===== src/hw/rtl/rbca_pkg.sv =====
// Shared constants, result kinds and controller/datapath interface types.
`default_nettype none

package rbca_pkg;

  // Reorder window in packets; a power of two so a slot is the low seq bits.
  localparam int WINDOW = 16;
  localparam int SLOT_W = $clog2(WINDOW);

  localparam int SEQ_W  = 31;
  localparam int REF_W  = 16;
  localparam int LEN_W  = 11;
  localparam int ACK_W  = 32;
  localparam int KIND_W = 2;

  localparam int S_TDATA_W = 64;  // seq, ref, len = 58 bits, padded
  localparam int S_TUSER_W = 2;   // action, checksum_ok
  localparam int M_TDATA_W = 64;  // ref, len, ack = 59 bits, padded
  localparam int SLOT_DATA_W = REF_W + LEN_W;

  typedef enum logic [KIND_W-1:0] {
    KIND_DELIVER = 2'd0,
    KIND_ACK     = 2'd1,
    KIND_FINACK  = 2'd2
  } kind_e;

  // Commands from the controller; at most one emit per cycle.
  typedef struct packed {
    logic load;          // capture the incoming transaction
    logic emit_fin;      // FIN-ACK, close the block
    logic emit_in;       // deliver the captured packet, advance expected
    logic store;         // buffer the captured packet in its slot
    logic emit_rep_ack;  // repeat of the last ACK
    logic emit_drain;    // deliver the buffered packet at expected
    logic emit_cum_ack;  // cumulative ACK of expected-1
  } cmd_t;

  typedef struct packed {
    logic live;      // incoming transaction has good checksum, block open
    logic is_fin;    // captured packet is a FIN
    logic in_order;  // captured seq equals expected
    logic in_win;    // captured seq ahead of expected, inside the window
    logic slot_hit;  // slot at expected holds a buffered packet
    logic out_free;  // output register can take a result this cycle
  } sts_t;

endpackage

`default_nettype wire


===== src/hw/rtl/reorder_buffer_cumulative_ack_receiver.sv =====
// Top level of the receive reorder buffer with cumulative ACK.
//
// Slave stream carries one received packet descriptor per transaction:
// tuser = {checksum_ok, action}, tdata = {len, ref, seq}. Master stream
// carries results: tuser = kind (deliver, ACK, FIN-ACK), tlast marks the
// final result of a packet. A bad checksum, or any packet after a FIN, is
// swallowed in the accept cycle with no result.
// Flow: one packet at a time, accepted and then classified; a FIN, buffered
// or dropped packet yields its single result at classification. An in-order
// packet delivers itself, then its buffered successors, one per cycle unless
// the master side stalls, limited by the single read port of the slot RAM.
// Results go through a one-deep output register; a stalled master side holds
// the sequencer in place, a new packet is still taken once the last result of
// the previous one sits in that register.
// Reset clears expected sequence to 0, last ACK to -1, all slot valid flags
// and the closed flag; slot RAM contents are not cleared and need no sweep.
`default_nettype none

module reorder_buffer_cumulative_ack_receiver
  import rbca_pkg::*;
(
  input  wire logic                 clk_i,
  input  wire logic                 rst_ni,
  input  wire logic                 s_axis_tvalid_i,
  output      logic                 s_axis_tready_o,
  input  wire logic [S_TDATA_W-1:0] s_axis_tdata_i,  // seq_num, payload_ref, payload_len
  input  wire logic [S_TUSER_W-1:0] s_axis_tuser_i,  // action, checksum_ok
  output      logic                 m_axis_tvalid_o,
  input  wire logic                 m_axis_tready_i,
  output      logic [M_TDATA_W-1:0] m_axis_tdata_o,  // out_ref, out_len, ack_num
  output      logic [KIND_W-1:0]    m_axis_tuser_o,  // kind
  output      logic                 m_axis_tlast_o
);

  cmd_t cmd;
  sts_t sts;

  // Sequencer: owns the transaction flow and result ordering.
  rbca_ctrl u_ctrl (
    .clk_i          (clk_i),
    .rst_ni         (rst_ni),
    .s_axis_tvalid_i(s_axis_tvalid_i),
    .s_axis_tready_o(s_axis_tready_o),
    .sts_i          (sts),
    .cmd_o          (cmd)
  );

  // Datapath: sequence state, slot map and RAM, output register.
  rbca_datapath u_dp (
    .clk_i          (clk_i),
    .rst_ni         (rst_ni),
    .s_axis_tdata_i (s_axis_tdata_i),
    .s_axis_tuser_i (s_axis_tuser_i),
    .m_axis_tready_i(m_axis_tready_i),
    .cmd_i          (cmd),
    .sts_o          (sts),
    .m_axis_tvalid_o(m_axis_tvalid_o),
    .m_axis_tdata_o (m_axis_tdata_o),
    .m_axis_tuser_o (m_axis_tuser_o),
    .m_axis_tlast_o (m_axis_tlast_o)
  );

endmodule

`default_nettype wire


===== src/hw/rtl/rbca_ram.sv =====
// Generic single-write, single-read RAM with registered read data.
`default_nettype none

module rbca_ram #(
  parameter int WIDTH = 8,
  parameter int DEPTH = 16
) (
  input  wire logic                     clk_i,
  input  wire logic                     we_i,
  input  wire logic [$clog2(DEPTH)-1:0] waddr_i,
  input  wire logic [WIDTH-1:0]         wdata_i,
  input  wire logic [$clog2(DEPTH)-1:0] raddr_i,
  output      logic [WIDTH-1:0]         rdata_o
);

  logic [WIDTH-1:0] mem_q [DEPTH];
  logic [WIDTH-1:0] rdata_q;

  always_ff @(posedge clk_i) begin
    if (we_i) begin
      mem_q[waddr_i] <= wdata_i;
    end
    rdata_q <= mem_q[raddr_i];
  end

  assign rdata_o = rdata_q;

endmodule

`default_nettype wire


===== src/hw/rtl/rbca_datapath.sv =====
// Datapath: captured packet, sequence state, slot map, slot RAM, output register.
`default_nettype none

module rbca_datapath
  import rbca_pkg::*;
(
  input  wire logic                 clk_i,
  input  wire logic                 rst_ni,
  input  wire logic [S_TDATA_W-1:0] s_axis_tdata_i,
  input  wire logic [S_TUSER_W-1:0] s_axis_tuser_i,
  input  wire logic                 m_axis_tready_i,
  input  wire cmd_t                 cmd_i,
  output      sts_t                 sts_o,
  output      logic                 m_axis_tvalid_o,
  output      logic [M_TDATA_W-1:0] m_axis_tdata_o,
  output      logic [KIND_W-1:0]    m_axis_tuser_o,
  output      logic                 m_axis_tlast_o
);

  // captured transaction
  logic             act_q;
  logic [SEQ_W-1:0] seq_q;
  logic [REF_W-1:0] ref_q;
  logic [LEN_W-1:0] len_q;

  // sequence state
  logic [SEQ_W-1:0]  exp_q, exp_d;
  logic [ACK_W-1:0]  last_ack_q, last_ack_d;
  logic              closed_q;
  logic [WINDOW-1:0] slot_valid_q, slot_valid_d;

  // output register
  logic             ovalid_q;
  kind_e            okind_q;
  logic [REF_W-1:0] oref_q;
  logic [LEN_W-1:0] olen_q;
  logic [ACK_W-1:0] oack_q;
  logic             olast_q;

  logic [SEQ_W-1:0]       seq_diff;
  logic [SLOT_W-1:0]      exp_slot;
  logic [SLOT_W-1:0]      seq_slot;
  logic [SLOT_DATA_W-1:0] slot_rdata;
  logic [SEQ_W-1:0]       exp_m1;
  logic                   emit;

  assign exp_slot = exp_q[SLOT_W-1:0];
  assign seq_slot = seq_q[SLOT_W-1:0];
  assign seq_diff = seq_q - exp_q;
  assign exp_m1   = exp_q - SEQ_W'(1);
  assign emit     = cmd_i.emit_fin | cmd_i.emit_in | cmd_i.emit_rep_ack |
                    cmd_i.emit_drain | cmd_i.emit_cum_ack;

  always_comb begin
    sts_o.live     = s_axis_tuser_i[1] & ~closed_q;
    sts_o.is_fin   = act_q;
    sts_o.in_order = (seq_q == exp_q);
    sts_o.in_win   = (seq_q > exp_q) && (seq_diff < SEQ_W'(WINDOW));
    sts_o.slot_hit = slot_valid_q[exp_slot];
    sts_o.out_free = ~ovalid_q | m_axis_tready_i;
  end

  always_comb begin
    exp_d        = exp_q;
    last_ack_d   = last_ack_q;
    slot_valid_d = slot_valid_q;
    if (cmd_i.emit_in || cmd_i.emit_drain) begin
      exp_d = exp_q + SEQ_W'(1);
    end
    if (cmd_i.emit_drain) begin
      slot_valid_d[exp_slot] = 1'b0;
    end
    if (cmd_i.store) begin
      slot_valid_d[seq_slot] = 1'b1;
    end
    if (cmd_i.emit_cum_ack) begin
      last_ack_d = {1'b0, exp_m1};
    end
  end

  // Read address follows the next expected value so the data lines up with exp_q.
  rbca_ram #(
    .WIDTH(SLOT_DATA_W),
    .DEPTH(WINDOW)
  ) u_slot_ram (
    .clk_i  (clk_i),
    .we_i   (cmd_i.store),
    .waddr_i(seq_slot),
    .wdata_i({ref_q, len_q}),
    .raddr_i(exp_d[SLOT_W-1:0]),
    .rdata_o(slot_rdata)
  );

  always_ff @(posedge clk_i) begin
    if (cmd_i.load) begin
      act_q <= s_axis_tuser_i[0];
      seq_q <= s_axis_tdata_i[SEQ_W-1:0];
      ref_q <= s_axis_tdata_i[SEQ_W+:REF_W];
      len_q <= s_axis_tdata_i[SEQ_W+REF_W+:LEN_W];
    end
    if (emit) begin
      okind_q <= KIND_ACK;
      oref_q  <= '0;
      olen_q  <= '0;
      oack_q  <= '0;
      olast_q <= 1'b1;
      if (cmd_i.emit_fin) begin
        okind_q <= KIND_FINACK;
      end else if (cmd_i.emit_in) begin
        okind_q <= KIND_DELIVER;
        oref_q  <= ref_q;
        olen_q  <= len_q;
        olast_q <= 1'b0;
      end else if (cmd_i.emit_drain) begin
        okind_q <= KIND_DELIVER;
        oref_q  <= slot_rdata[LEN_W+:REF_W];
        olen_q  <= slot_rdata[LEN_W-1:0];
        olast_q <= 1'b0;
      end else if (cmd_i.emit_cum_ack) begin
        oack_q  <= {1'b0, exp_m1};
      end else begin
        oack_q  <= last_ack_q;
      end
    end
  end

  always_ff @(posedge clk_i or negedge rst_ni) begin
    if (!rst_ni) begin
      exp_q        <= '0;
      last_ack_q   <= '1;
      closed_q     <= 1'b0;
      slot_valid_q <= '0;
      ovalid_q     <= 1'b0;
    end else begin
      exp_q        <= exp_d;
      last_ack_q   <= last_ack_d;
      slot_valid_q <= slot_valid_d;
      if (cmd_i.emit_fin) begin
        closed_q <= 1'b1;
      end
      if (emit) begin
        ovalid_q <= 1'b1;
      end else if (m_axis_tready_i) begin
        ovalid_q <= 1'b0;
      end
    end
  end

  assign m_axis_tvalid_o = ovalid_q;
  assign m_axis_tuser_o  = okind_q;
  assign m_axis_tlast_o  = olast_q;
  assign m_axis_tdata_o  = {{(M_TDATA_W - REF_W - LEN_W - ACK_W){1'b0}},
                            oack_q, olen_q, oref_q};

  // A drain only ever reads a slot that holds a buffered packet.
  a_drain_slot_valid: assert property (@(posedge clk_i) disable iff (!rst_ni)
    cmd_i.emit_drain |-> slot_valid_q[exp_slot])
    else $error("drain from a slot with no buffered packet");

  a_closed_sticky: assert property (@(posedge clk_i) disable iff (!rst_ni)
    closed_q |=> closed_q)
    else $error("closed flag cleared without reset");

  a_cum_ack_range: assert property (@(posedge clk_i) disable iff (!rst_ni)
    cmd_i.emit_cum_ack |=> !last_ack_q[ACK_W-1])
    else $error("cumulative ack out of range");

  a_store_in_window: assert property (@(posedge clk_i) disable iff (!rst_ni)
    cmd_i.store |-> (sts_o.in_win && seq_slot != exp_slot))
    else $error("store outside the window");

endmodule

`default_nettype wire


===== src/hw/rtl/rbca_ctrl.sv =====
// Controller state machine: accept, classify, drain buffered slots, ACK.
`default_nettype none

module rbca_ctrl
  import rbca_pkg::*;
(
  input  wire logic clk_i,
  input  wire logic rst_ni,
  input  wire logic s_axis_tvalid_i,
  output      logic s_axis_tready_o,
  input  wire sts_t sts_i,
  output      cmd_t cmd_o
);

  typedef enum logic [1:0] {
    S_IDLE,
    S_EVAL,
    S_DRAIN
  } state_e;

  state_e state_q, state_d;
  logic   rdy_q, rdy_d;
  logic   accept;

  assign accept = s_axis_tvalid_i & rdy_q;

  always_comb begin
    state_d = state_q;
    rdy_d   = rdy_q;
    cmd_o   = '0;
    case (state_q)
      S_IDLE: begin
        cmd_o.load = accept;
        if (accept && sts_i.live) begin
          state_d = S_EVAL;
          rdy_d   = 1'b0;
        end
      end
      S_EVAL: begin
        if (sts_i.out_free) begin
          if (sts_i.is_fin) begin
            cmd_o.emit_fin = 1'b1;
            state_d        = S_IDLE;
            rdy_d          = 1'b1;
          end else if (sts_i.in_order) begin
            cmd_o.emit_in = 1'b1;
            state_d       = S_DRAIN;
          end else begin
            cmd_o.store        = sts_i.in_win;
            cmd_o.emit_rep_ack = 1'b1;
            state_d            = S_IDLE;
            rdy_d              = 1'b1;
          end
        end
      end
      S_DRAIN: begin
        if (sts_i.out_free) begin
          if (sts_i.slot_hit) begin
            cmd_o.emit_drain = 1'b1;
          end else begin
            cmd_o.emit_cum_ack = 1'b1;
            state_d            = S_IDLE;
            rdy_d              = 1'b1;
          end
        end
      end
      default: begin
        state_d = S_IDLE;
        rdy_d   = 1'b1;
      end
    endcase
  end

  always_ff @(posedge clk_i or negedge rst_ni) begin
    if (!rst_ni) begin
      state_q <= S_IDLE;
      rdy_q   <= 1'b1;
    end else begin
      state_q <= state_d;
      rdy_q   <= rdy_d;
    end
  end

  assign s_axis_tready_o = rdy_q;

  a_emit_needs_room: assert property (@(posedge clk_i) disable iff (!rst_ni)
    (cmd_o.emit_fin || cmd_o.emit_in || cmd_o.emit_rep_ack ||
     cmd_o.emit_drain || cmd_o.emit_cum_ack) |-> sts_i.out_free)
    else $error("result issued while output register is full");

  a_one_emit: assert property (@(posedge clk_i) disable iff (!rst_ni)
    $onehot0({cmd_o.emit_fin, cmd_o.emit_in, cmd_o.emit_rep_ack,
              cmd_o.emit_drain, cmd_o.emit_cum_ack}))
    else $error("more than one result issued in a cycle");

  a_ready_only_idle: assert property (@(posedge clk_i) disable iff (!rst_ni)
    rdy_q |-> (state_q == S_IDLE))
    else $error("ready raised while a transaction is in progress");

endmodule

`default_nettype wire

===== config.mk =====
export PLATFORM = sky130hd
export DESIGN_NAME = reorder_buffer_cumulative_ack_receiver
export DESIGN_NICKNAME = d
export VERILOG_FILES = /design/src/hw/rtl/rbca_pkg.sv /design/src/hw/rtl/reorder_buffer_cumulative_ack_receiver.sv /design/src/hw/rtl/rbca_ram.sv /design/src/hw/rtl/rbca_datapath.sv /design/src/hw/rtl/rbca_ctrl.sv
export SDC_FILE = /design/constraint.sdc
export NUM_CORES = 1
export LEC_CHECK = 0
export ABC_AREA = 1
export BUFFER_PORTS_ARGS = -buffer_cell sky130_fd_sc_hd__buf_2
export CAP_MARGIN = 20
export CORE_MARGIN = 4
export CORE_UTILIZATION = 40
export DETAILED_ROUTE_END_ITERATION = 6
export PLACE_DENSITY = 0.63
export RECOVER_POWER = 100
export SLEW_MARGIN = 20
export SYNTH_ARGS = -nofsm -noshare
export SYNTH_HDL_FRONTEND = slang
export SYNTH_SLANG_ARGS = --single-unit

===== constraint.sdc =====
create_clock -name clk_i -period 4.08 [get_ports clk_i]
set_input_delay 0.408 -clock clk_i [delete_from_list [all_inputs] [get_ports clk_i]]
set_output_delay 0.408 -clock clk_i [all_outputs]
set_load 0.02 [all_outputs]

==> metrics.yaml, run 1 <==
power_and_ir_drop:
  p_clk_share_pct: 41.0
  combinationalPowerShare_pct: 10.6
  p_int_mw: 13.0
  p_seq_share_pct: 48.4
  switchingPower_mw: 4.57
  ir_drop_mv: 0.353
  p_leak_nw: 15.9
  powerDensity_nw_per_um2: 477
  swShare_pct: 26.0
grt:
  grt_usage_pct: 20.5
  grt_pass1_vias: 21800
  grt_pass1_wl_um: 130000
  grt_max_degree: 79
  antenna_found_initial: 1
  gr-total-overflow: 0
timing:
  fin_worst_skew_ns: 0.0579
  drv_slew: 148
  tns_ns: 0
  finalSetupViolCount: 0
  post-route-period-util_pct: 93.1
  hold_viol: 0
  grt_setup_unrepaired: "false"
  post-route-min-period_ns: 3.80
  worst_slew_margin_rel_pct: -24.9
  tightest_slew_ns: 1.87
  max_freq_ghz: 0.263
synth:
  muxShareOfSynthArea_pct: 0
  synthArstFlopShare_pct: 12.7
  yosysWarnings: 0
  synth_area_sq_um: 31300
  synthXorXnorAreaFrac_pct: 1.34
  postSynthAreaPerCell_sq_um: 9.44
  synth_top_family_by_area: "simple AND/OR/NAND/NOR gates"
  synthDistinctLibCells: 40
  post_synth_fa_ha_maj_area_fraction_pct: 1.40
  ys_seq_area_share_pct: 61.7
  synth_ff_type: "edfxtp_1"
  yosys.area_share.simple_pct: 22.3
  ys_seq_elements: 664
  synth_compound_gate_area_share_pct: 2.93
  synth_edf_count: 553
  synthCells: 3313
final_layout:
  num_antenna_cells: 0
  n_fill_cell: 7153
  syn2layout_area_growth_pct: 17.6
  layout_common_cells: "nand2_1 (707), inv_1 (677), nand3_1 (580), edfxtp_1 (553), nor2_1 (183)"
  utilization_pct: 47.5
  drive_gt1_share_pct: 8.81
  final_common_cell: "nand2_1"
  final_net_count: 3618
routing:
  final_antenna_net_count: 0
  firstDrtPassIters: 7
  dr.first_iter.drc_count: 1984
  detail_route.wl_per_cell_um: 18.5
  vias: 23000
  wl_um: 85300
  routed_via_density: 4.98
  drc_errors: 0
critical_path:
  crit_arrival_ns: 4.28
  critPathMaxFanout: 28
  startpoint_type: "flop"
  cp_slowest_cell: "inv_1"
  cp-end-kind: "flop"
  critical_path_class: "flop to flop"
  crit_top_cell: "nand2_1"
  cp_slowest_stage_delay_ns: 1.16
  cpLargestDelayFamily: "buffers and inverters"
  required_ns: 4.56
  crit_chain: "inv_1, nand2_1, nand3_1, nand2_1, nand2_1, nand2_1, o21ai_4, buf_4, inv_1, nand2_1, o21ai_0, nand2_1"
  critPathBufInv: 3
die:
  ioPinCount: 139
  fp.dieH_um: 288
  num_rows: 102
  initial_core_util_pct: 40.4
  coreArea_sq_um: 77500
  dieArea_sq_um: 82700
  die_x_um: 288
placed_design:
  gp_congestion: 0.912
  io_buffers: 127
  place_hpwl_um: 51300
worst_hold_path:
  hold_path.class: "input pin to flop"
clocking:
  clock_path_buffers: 3
  clkLatencyLatePin_ns: 0.65
  cts_tree: "yes"
  clkSinkCount: 664
  h-tree-depth: 3
  clk_pin_slew_ns: 0.06
  cts-root-buf: "clkbuf_16"
  cts_buffers: 76
  postCtsSetupBuffers: 0
job:
  drv_cap: 3
run_status:
  violations: "max-capacitance violations, max-slew violations"
  status: "complete, but fails checks"
## cell type report
type / instances / area [sq um] / share of cell area (%)
Tap cell: 1040 / 1300 / 3.54
Clock inverter: 44 / 604 / 1.64
Multi-Input combinational cell: 1836 / 8950 / 24.3
Timing Repair Buffer: 254 / 1990 / 5.42
Sequential cell: 664 / 19300 / 52.4
Clock buffer: 98 / 2090 / 5.67
Inverter: 681 / 2560 / 6.95
## cell usage after synthesis (3+ instances only)
master    instances  area, sq um
nand3b_1          7         52.6
nor2_1          198          743
nand4_1          37          231
dfxtp_1          27          541
buf_2            66          330
a22o_1           27          236
clkbuf_1         52          195
nand2_1         709         2660
inv_1           674         2530
ha_1             35          438
nor2_2            7         43.8
o21ai_0          64          320
nor4_1            8         50.1
nor3_1           30          150
nand2_2           3         18.8
edfxtp_1        553        16600
a21boi_0          3         22.5
a21oi_1          34          170
inv_2             6         22.5
o21bai_1          6         45.0
xnor2_1           3         26.3
buf_4            12         90.1
o31ai_1           5         37.5
buf_6             4         45.0
o21ai_2           4         35.0
nand3_1         584         2920
or2_2            11         68.8
xor2_1           45          394
dfstp_2          33          867
dfrtp_1          51         1280
## power by group through the flow
stage | clock network [mW] | logic [mW] | registers [mW]
after CTS | 7.34 | 1.97 | 8.48
after global placement | 0 | 1.90 | 8.61
after global routing | 7.63 | 2.07 | 8.54
after floorplan | 0 | 0.867 | 8.84
after detailed placement | 0 | 1.92 | 8.62
final | 7.20 | 1.86 | 8.49
## state kept, by name, summed over array words and instances, names as in the netlist
register                 count
u_dp.slot_valid_q           16
u_ctrl.state_q               2
u_dp.last_ack_q             32
u_dp.oack_q                 32
u_dp.m_axis_tvalid_o         1
u_ctrl.s_axis_tready_o       1
u_dp.m_axis_tuser_o          2
u_dp.u_slot_ram.mem_q      432
u_dp.exp_q                  31
u_dp.oref_q                 16
u_dp.olen_q                 11
u_dp.act_q                   1
u_dp.u_slot_ram.rdata_o     27
u_dp.len_q                  11
u_dp.closed_q                1
u_dp.seq_q                  31
u_dp.ref_q                  16
u_dp.m_axis_tlast_o          1
## routing by layer
metal  track usage (%)  vias up  wire (um)
met5                 0        -          7
met4              6.18        2       2150
met1              28.4    10900      37400
met2              33.4      827      39600
met3              2.98      161       6220
li1                  -    11100          -
## per-stage QoR
step	hold WS [ns]	worst slack, ns	instance area [sq um]	total power [mW]	instances
after floorplan	0.112	0.0443	31300	9.71	3317
after CTS	0.0113	0.312	37000	17.8	4617
after global placement	0.448	0.439	33700	10.5	4418
after global routing	0.0890	0.0385	36800	18.2	4617
after detailed placement	0.452	0.351	33700	10.5	4418
final	0.0749	0.281	36800	17.6	4617
## cell families after synthesis
family,Yosys count
XOR/XNOR,48
buffers and inverters,817
AND/OR/NAND/NOR,1600
adder cells (fa/ha/maj),35
AO/OA/AOI/OAI,148
flip-flops,664
other,1
## repair_timing
item	CTS	global route
endpoints found under the setup margin	0	9
resized for setup	0	1
hold buffers	57	0
endpoints found under the hold margin	106	0
## final timing paths
kind,start,endpoint,slack [ns],cells past startpoint
worst min register to register,u_dp.last_ack_q[31]$_DFF_PN1_,u_dp.last_ack_q[31]$_DFF_PN1_,0.46,2
max in group asynchronous,rst_ni,u_dp.closed_q$_DFFE_PN0P_,1.52,3
min in group asynchronous,rst_ni,u_dp.exp_q[28]$_DFFE_PN0N_,0.69,2
worst max register to register,u_dp.exp_q[0]$_DFF_PN0_,u_dp.slot_valid_q[10]$_DFF_PN0_,0.28,12
worst min-delay path,s_axis_tdata_i[0],u_dp.seq_q[0]$_DFFE_PP_,0.07,1
worst max-delay path,u_dp.exp_q[0]$_DFF_PN0_,u_dp.slot_valid_q[10]$_DFF_PN0_,0.28,12
(Power assumes the default switching activity.)
==> run 2: changes to the inputs <==
--- a/config.mk
+++ b/config.mk
@@ -9,9 +9,9 @@
 export BUFFER_PORTS_ARGS = -buffer_cell sky130_fd_sc_hd__buf_2
 export CAP_MARGIN = 20
 export CORE_MARGIN = 4
-export CORE_UTILIZATION = 40
+export CORE_UTILIZATION = 50
 export DETAILED_ROUTE_END_ITERATION = 6
-export PLACE_DENSITY = 0.63
+export PLACE_DENSITY = 0.74
 export RECOVER_POWER = 100
 export SLEW_MARGIN = 20
 export SYNTH_ARGS = -nofsm -noshare
==> metrics.yaml, run 2 (synthesis results as in run 1) <==
run_status:
  status: "complete, but fails checks"
  violations: "max-capacitance violations, max-slew violations"
final_layout:
  final_common_cell: "nand2_1"
  fin_area_sq_um: 36100
  largest_reg_flops: 432
  n_fill_cell: 5088
  utilization_pct: 58.4
  syn2layout_area_growth_pct: 15.5
  layout_common_cells: "nand2_1 (707), inv_1 (675), nand3_1 (580), edfxtp_1 (553), nor2_1 (196)"
  drive_gt1_share_pct: 8.38
  top_register: "u_dp.u_slot_ram.mem_q"
  top_regs: "u_dp.u_slot_ram.mem_q x432, u_dp.last_ack_q x32, u_dp.oack_q x32"
  final_net_count: 3617
power_and_ir_drop:
  p_int_mw: 12.6
  p_seq_share_pct: 50.1
  powerDensity_nw_per_um2: 468
  p_leak_nw: 15.7
  ir_drop_mv: 0.371
  swShare_pct: 25.7
  combinationalPowerShare_pct: 10.9
  switchingPower_mw: 4.35
  p_clk_share_pct: 39.0
timing:
  hold_viol: 0
  fin_worst_skew_ns: 0.0394
  tns_ns: 0
  drv_slew: 59
  post-route-min-period_ns: 3.90
  worst_slew_margin_rel_pct: -54.4
  tightest_slew_ns: 2.31
  max_freq_ghz: 0.256
  post-route-period-util_pct: 95.7
  grt_setup_unrepaired: "false"
  finalSetupViolCount: 0
routing:
  detail_route.wl_per_cell_um: 18.9
  drc_errors: 0
  dr.first_iter.drc_count: 2320
  final_antenna_net_count: 0
  vias: 23500
  firstDrtPassIters: 6
  routed_via_density: 5.34
  wl_um: 83300
clocking:
  cts-root-buf: "clkbuf_16"
  h-tree-depth: 3
  clkLatencyLatePin_ns: 0.63
  cts_buffers: 69
  postCtsSetupBuffers: 0
  clock_path_buffers: 3
  clk_pin_slew_ns: 0.06
  clkSinkCount: 664
  cts_tree: "yes"
  cts_resized: 0
die:
  coreArea_sq_um: 61800
  ioPinCount: 139
  initial_core_util_pct: 50.6
  fp.dieH_um: 258
  num_rows: 91
  dieArea_sq_um: 66600
  die_x_um: 258
grt:
  grt_pass1_vias: 22400
  grt_max_degree: 80
  grt_pass1_wl_um: 128000
  gr-total-overflow: 0
  grt_usage_pct: 24.7
  antenna_found_initial: 1
placed_design:
  io_buffers: 127
  gp_congestion: 0.929
  place_area_sq_um: 33600
  place_hpwl_um: 50700
critical_path:
  critPathBufInv: 1
  crit_chain: "nand2_1, nor2_1, clkbuf_2"
  critPathMaxFanout: 45
  critical_path_class: "flop to flop"
  rr_startpoint: "u_ctrl.s_axis_tready_o$_DFFE_PN1P_"
  cp-end-kind: "flop"
  r2r_setup_slack_ns: 0.18
  cp_slowest_stage_delay_ns: 1.70
  startpoint_type: "flop"
  crit_start: "u_ctrl.s_axis_tready_o$_DFFE_PN1P_"
  required_ns: 4.28
  crit_arrival_ns: 4.11
  cpLargestDelayFamily: "simple AND/OR/NAND/NOR gates"
  cp_slowest_cell: "nor2_1"
worst_hold_path:
  hold_path.class: "input pin to flop"
  hp-start: "s_axis_tdata_i[1]"
job:
  drv_cap: 2
[run 2: worst register-to-register path, delay by kind of cell (launching register included)]
family        cells  cell delay (ns)
buf+inv           1             1.14
flops             1             0.56
simple gates      2             1.78
[run 2: layer usage]
layer	GRT usage (%)	part of all wire (%)	up-vias
met3	4.41	9.0	174
met4	9.19	3.2	0
met2	39.2	46	1044
li1	-	-	11100
met1	34.3	42	11200
met5	0	0	-
[run 2: repair_timing]
| action | in CTS | in global routing |
|---|---|---|
| endpoints found under the setup margin | 0 | 0 |
| hold buffers | 55 | 0 |
| endpoints found under the hold margin | 91 | 0 |
[run 2: metrics by stage]
step | power, mW | worst slack, ns | instances | hold slack (ns)
after floorplan | 9.71 | 0.0443 | 3317 | 0.112
after global placement | 10.5 | 0.446 | 4223 | 0.422
after detailed placement | 10.5 | 0.395 | 4223 | 0.426
after CTS | 17.1 | 0.339 | 4404 | 0.00910
after global routing | 17.5 | 0.0236 | 4404 | 0.0632
final | 16.9 | 0.177 | 4405 | 0.104
[run 2: final timing paths]
check / to / cells after the start
max in group asynchronous: u_dp.exp_q[29]$_DFFE_PN0N_ / 3
min in group asynchronous: u_ctrl.state_q[1]$_DFFE_PN0P_ / 2
max: u_dp.seq_q[14]$_DFFE_PP_ / 3
min reg2reg: u_dp.last_ack_q[31]$_DFF_PN1_ / 2
min: u_dp.seq_q[1]$_DFFE_PP_ / 1
max reg2reg: u_dp.seq_q[14]$_DFFE_PP_ / 3
[run 2: cell type report]
cell class / count / area, sq um / share of cell area, %
clock inverter: 37 / 497 / 1.38
antenna: 1 / 2.50 / 0.00693
clock buffer: 89 / 1930 / 5.35
tap: 837 / 1050 / 2.90
multi-input combinational: 1836 / 8850 / 24.5
sequential: 664 / 19300 / 53.4
timing repair buffer: 260 / 1940 / 5.37
inverter: 681 / 2560 / 7.08
[run 2: power by group through the flow]
| stage | Clock, mW | Combinational (mW) | Sequential (mW) |
|---|---|---|---|
| finish | 6.58 | 1.85 | 8.47 |
| global route | 6.98 | 2.05 | 8.51 |
| CTS | 6.67 | 1.99 | 8.45 |
| detailed placement | 0 | 1.94 | 8.58 |
| global placement | 0 | 1.91 | 8.58 |
| floorplan | 0 | 0.867 | 8.84 |
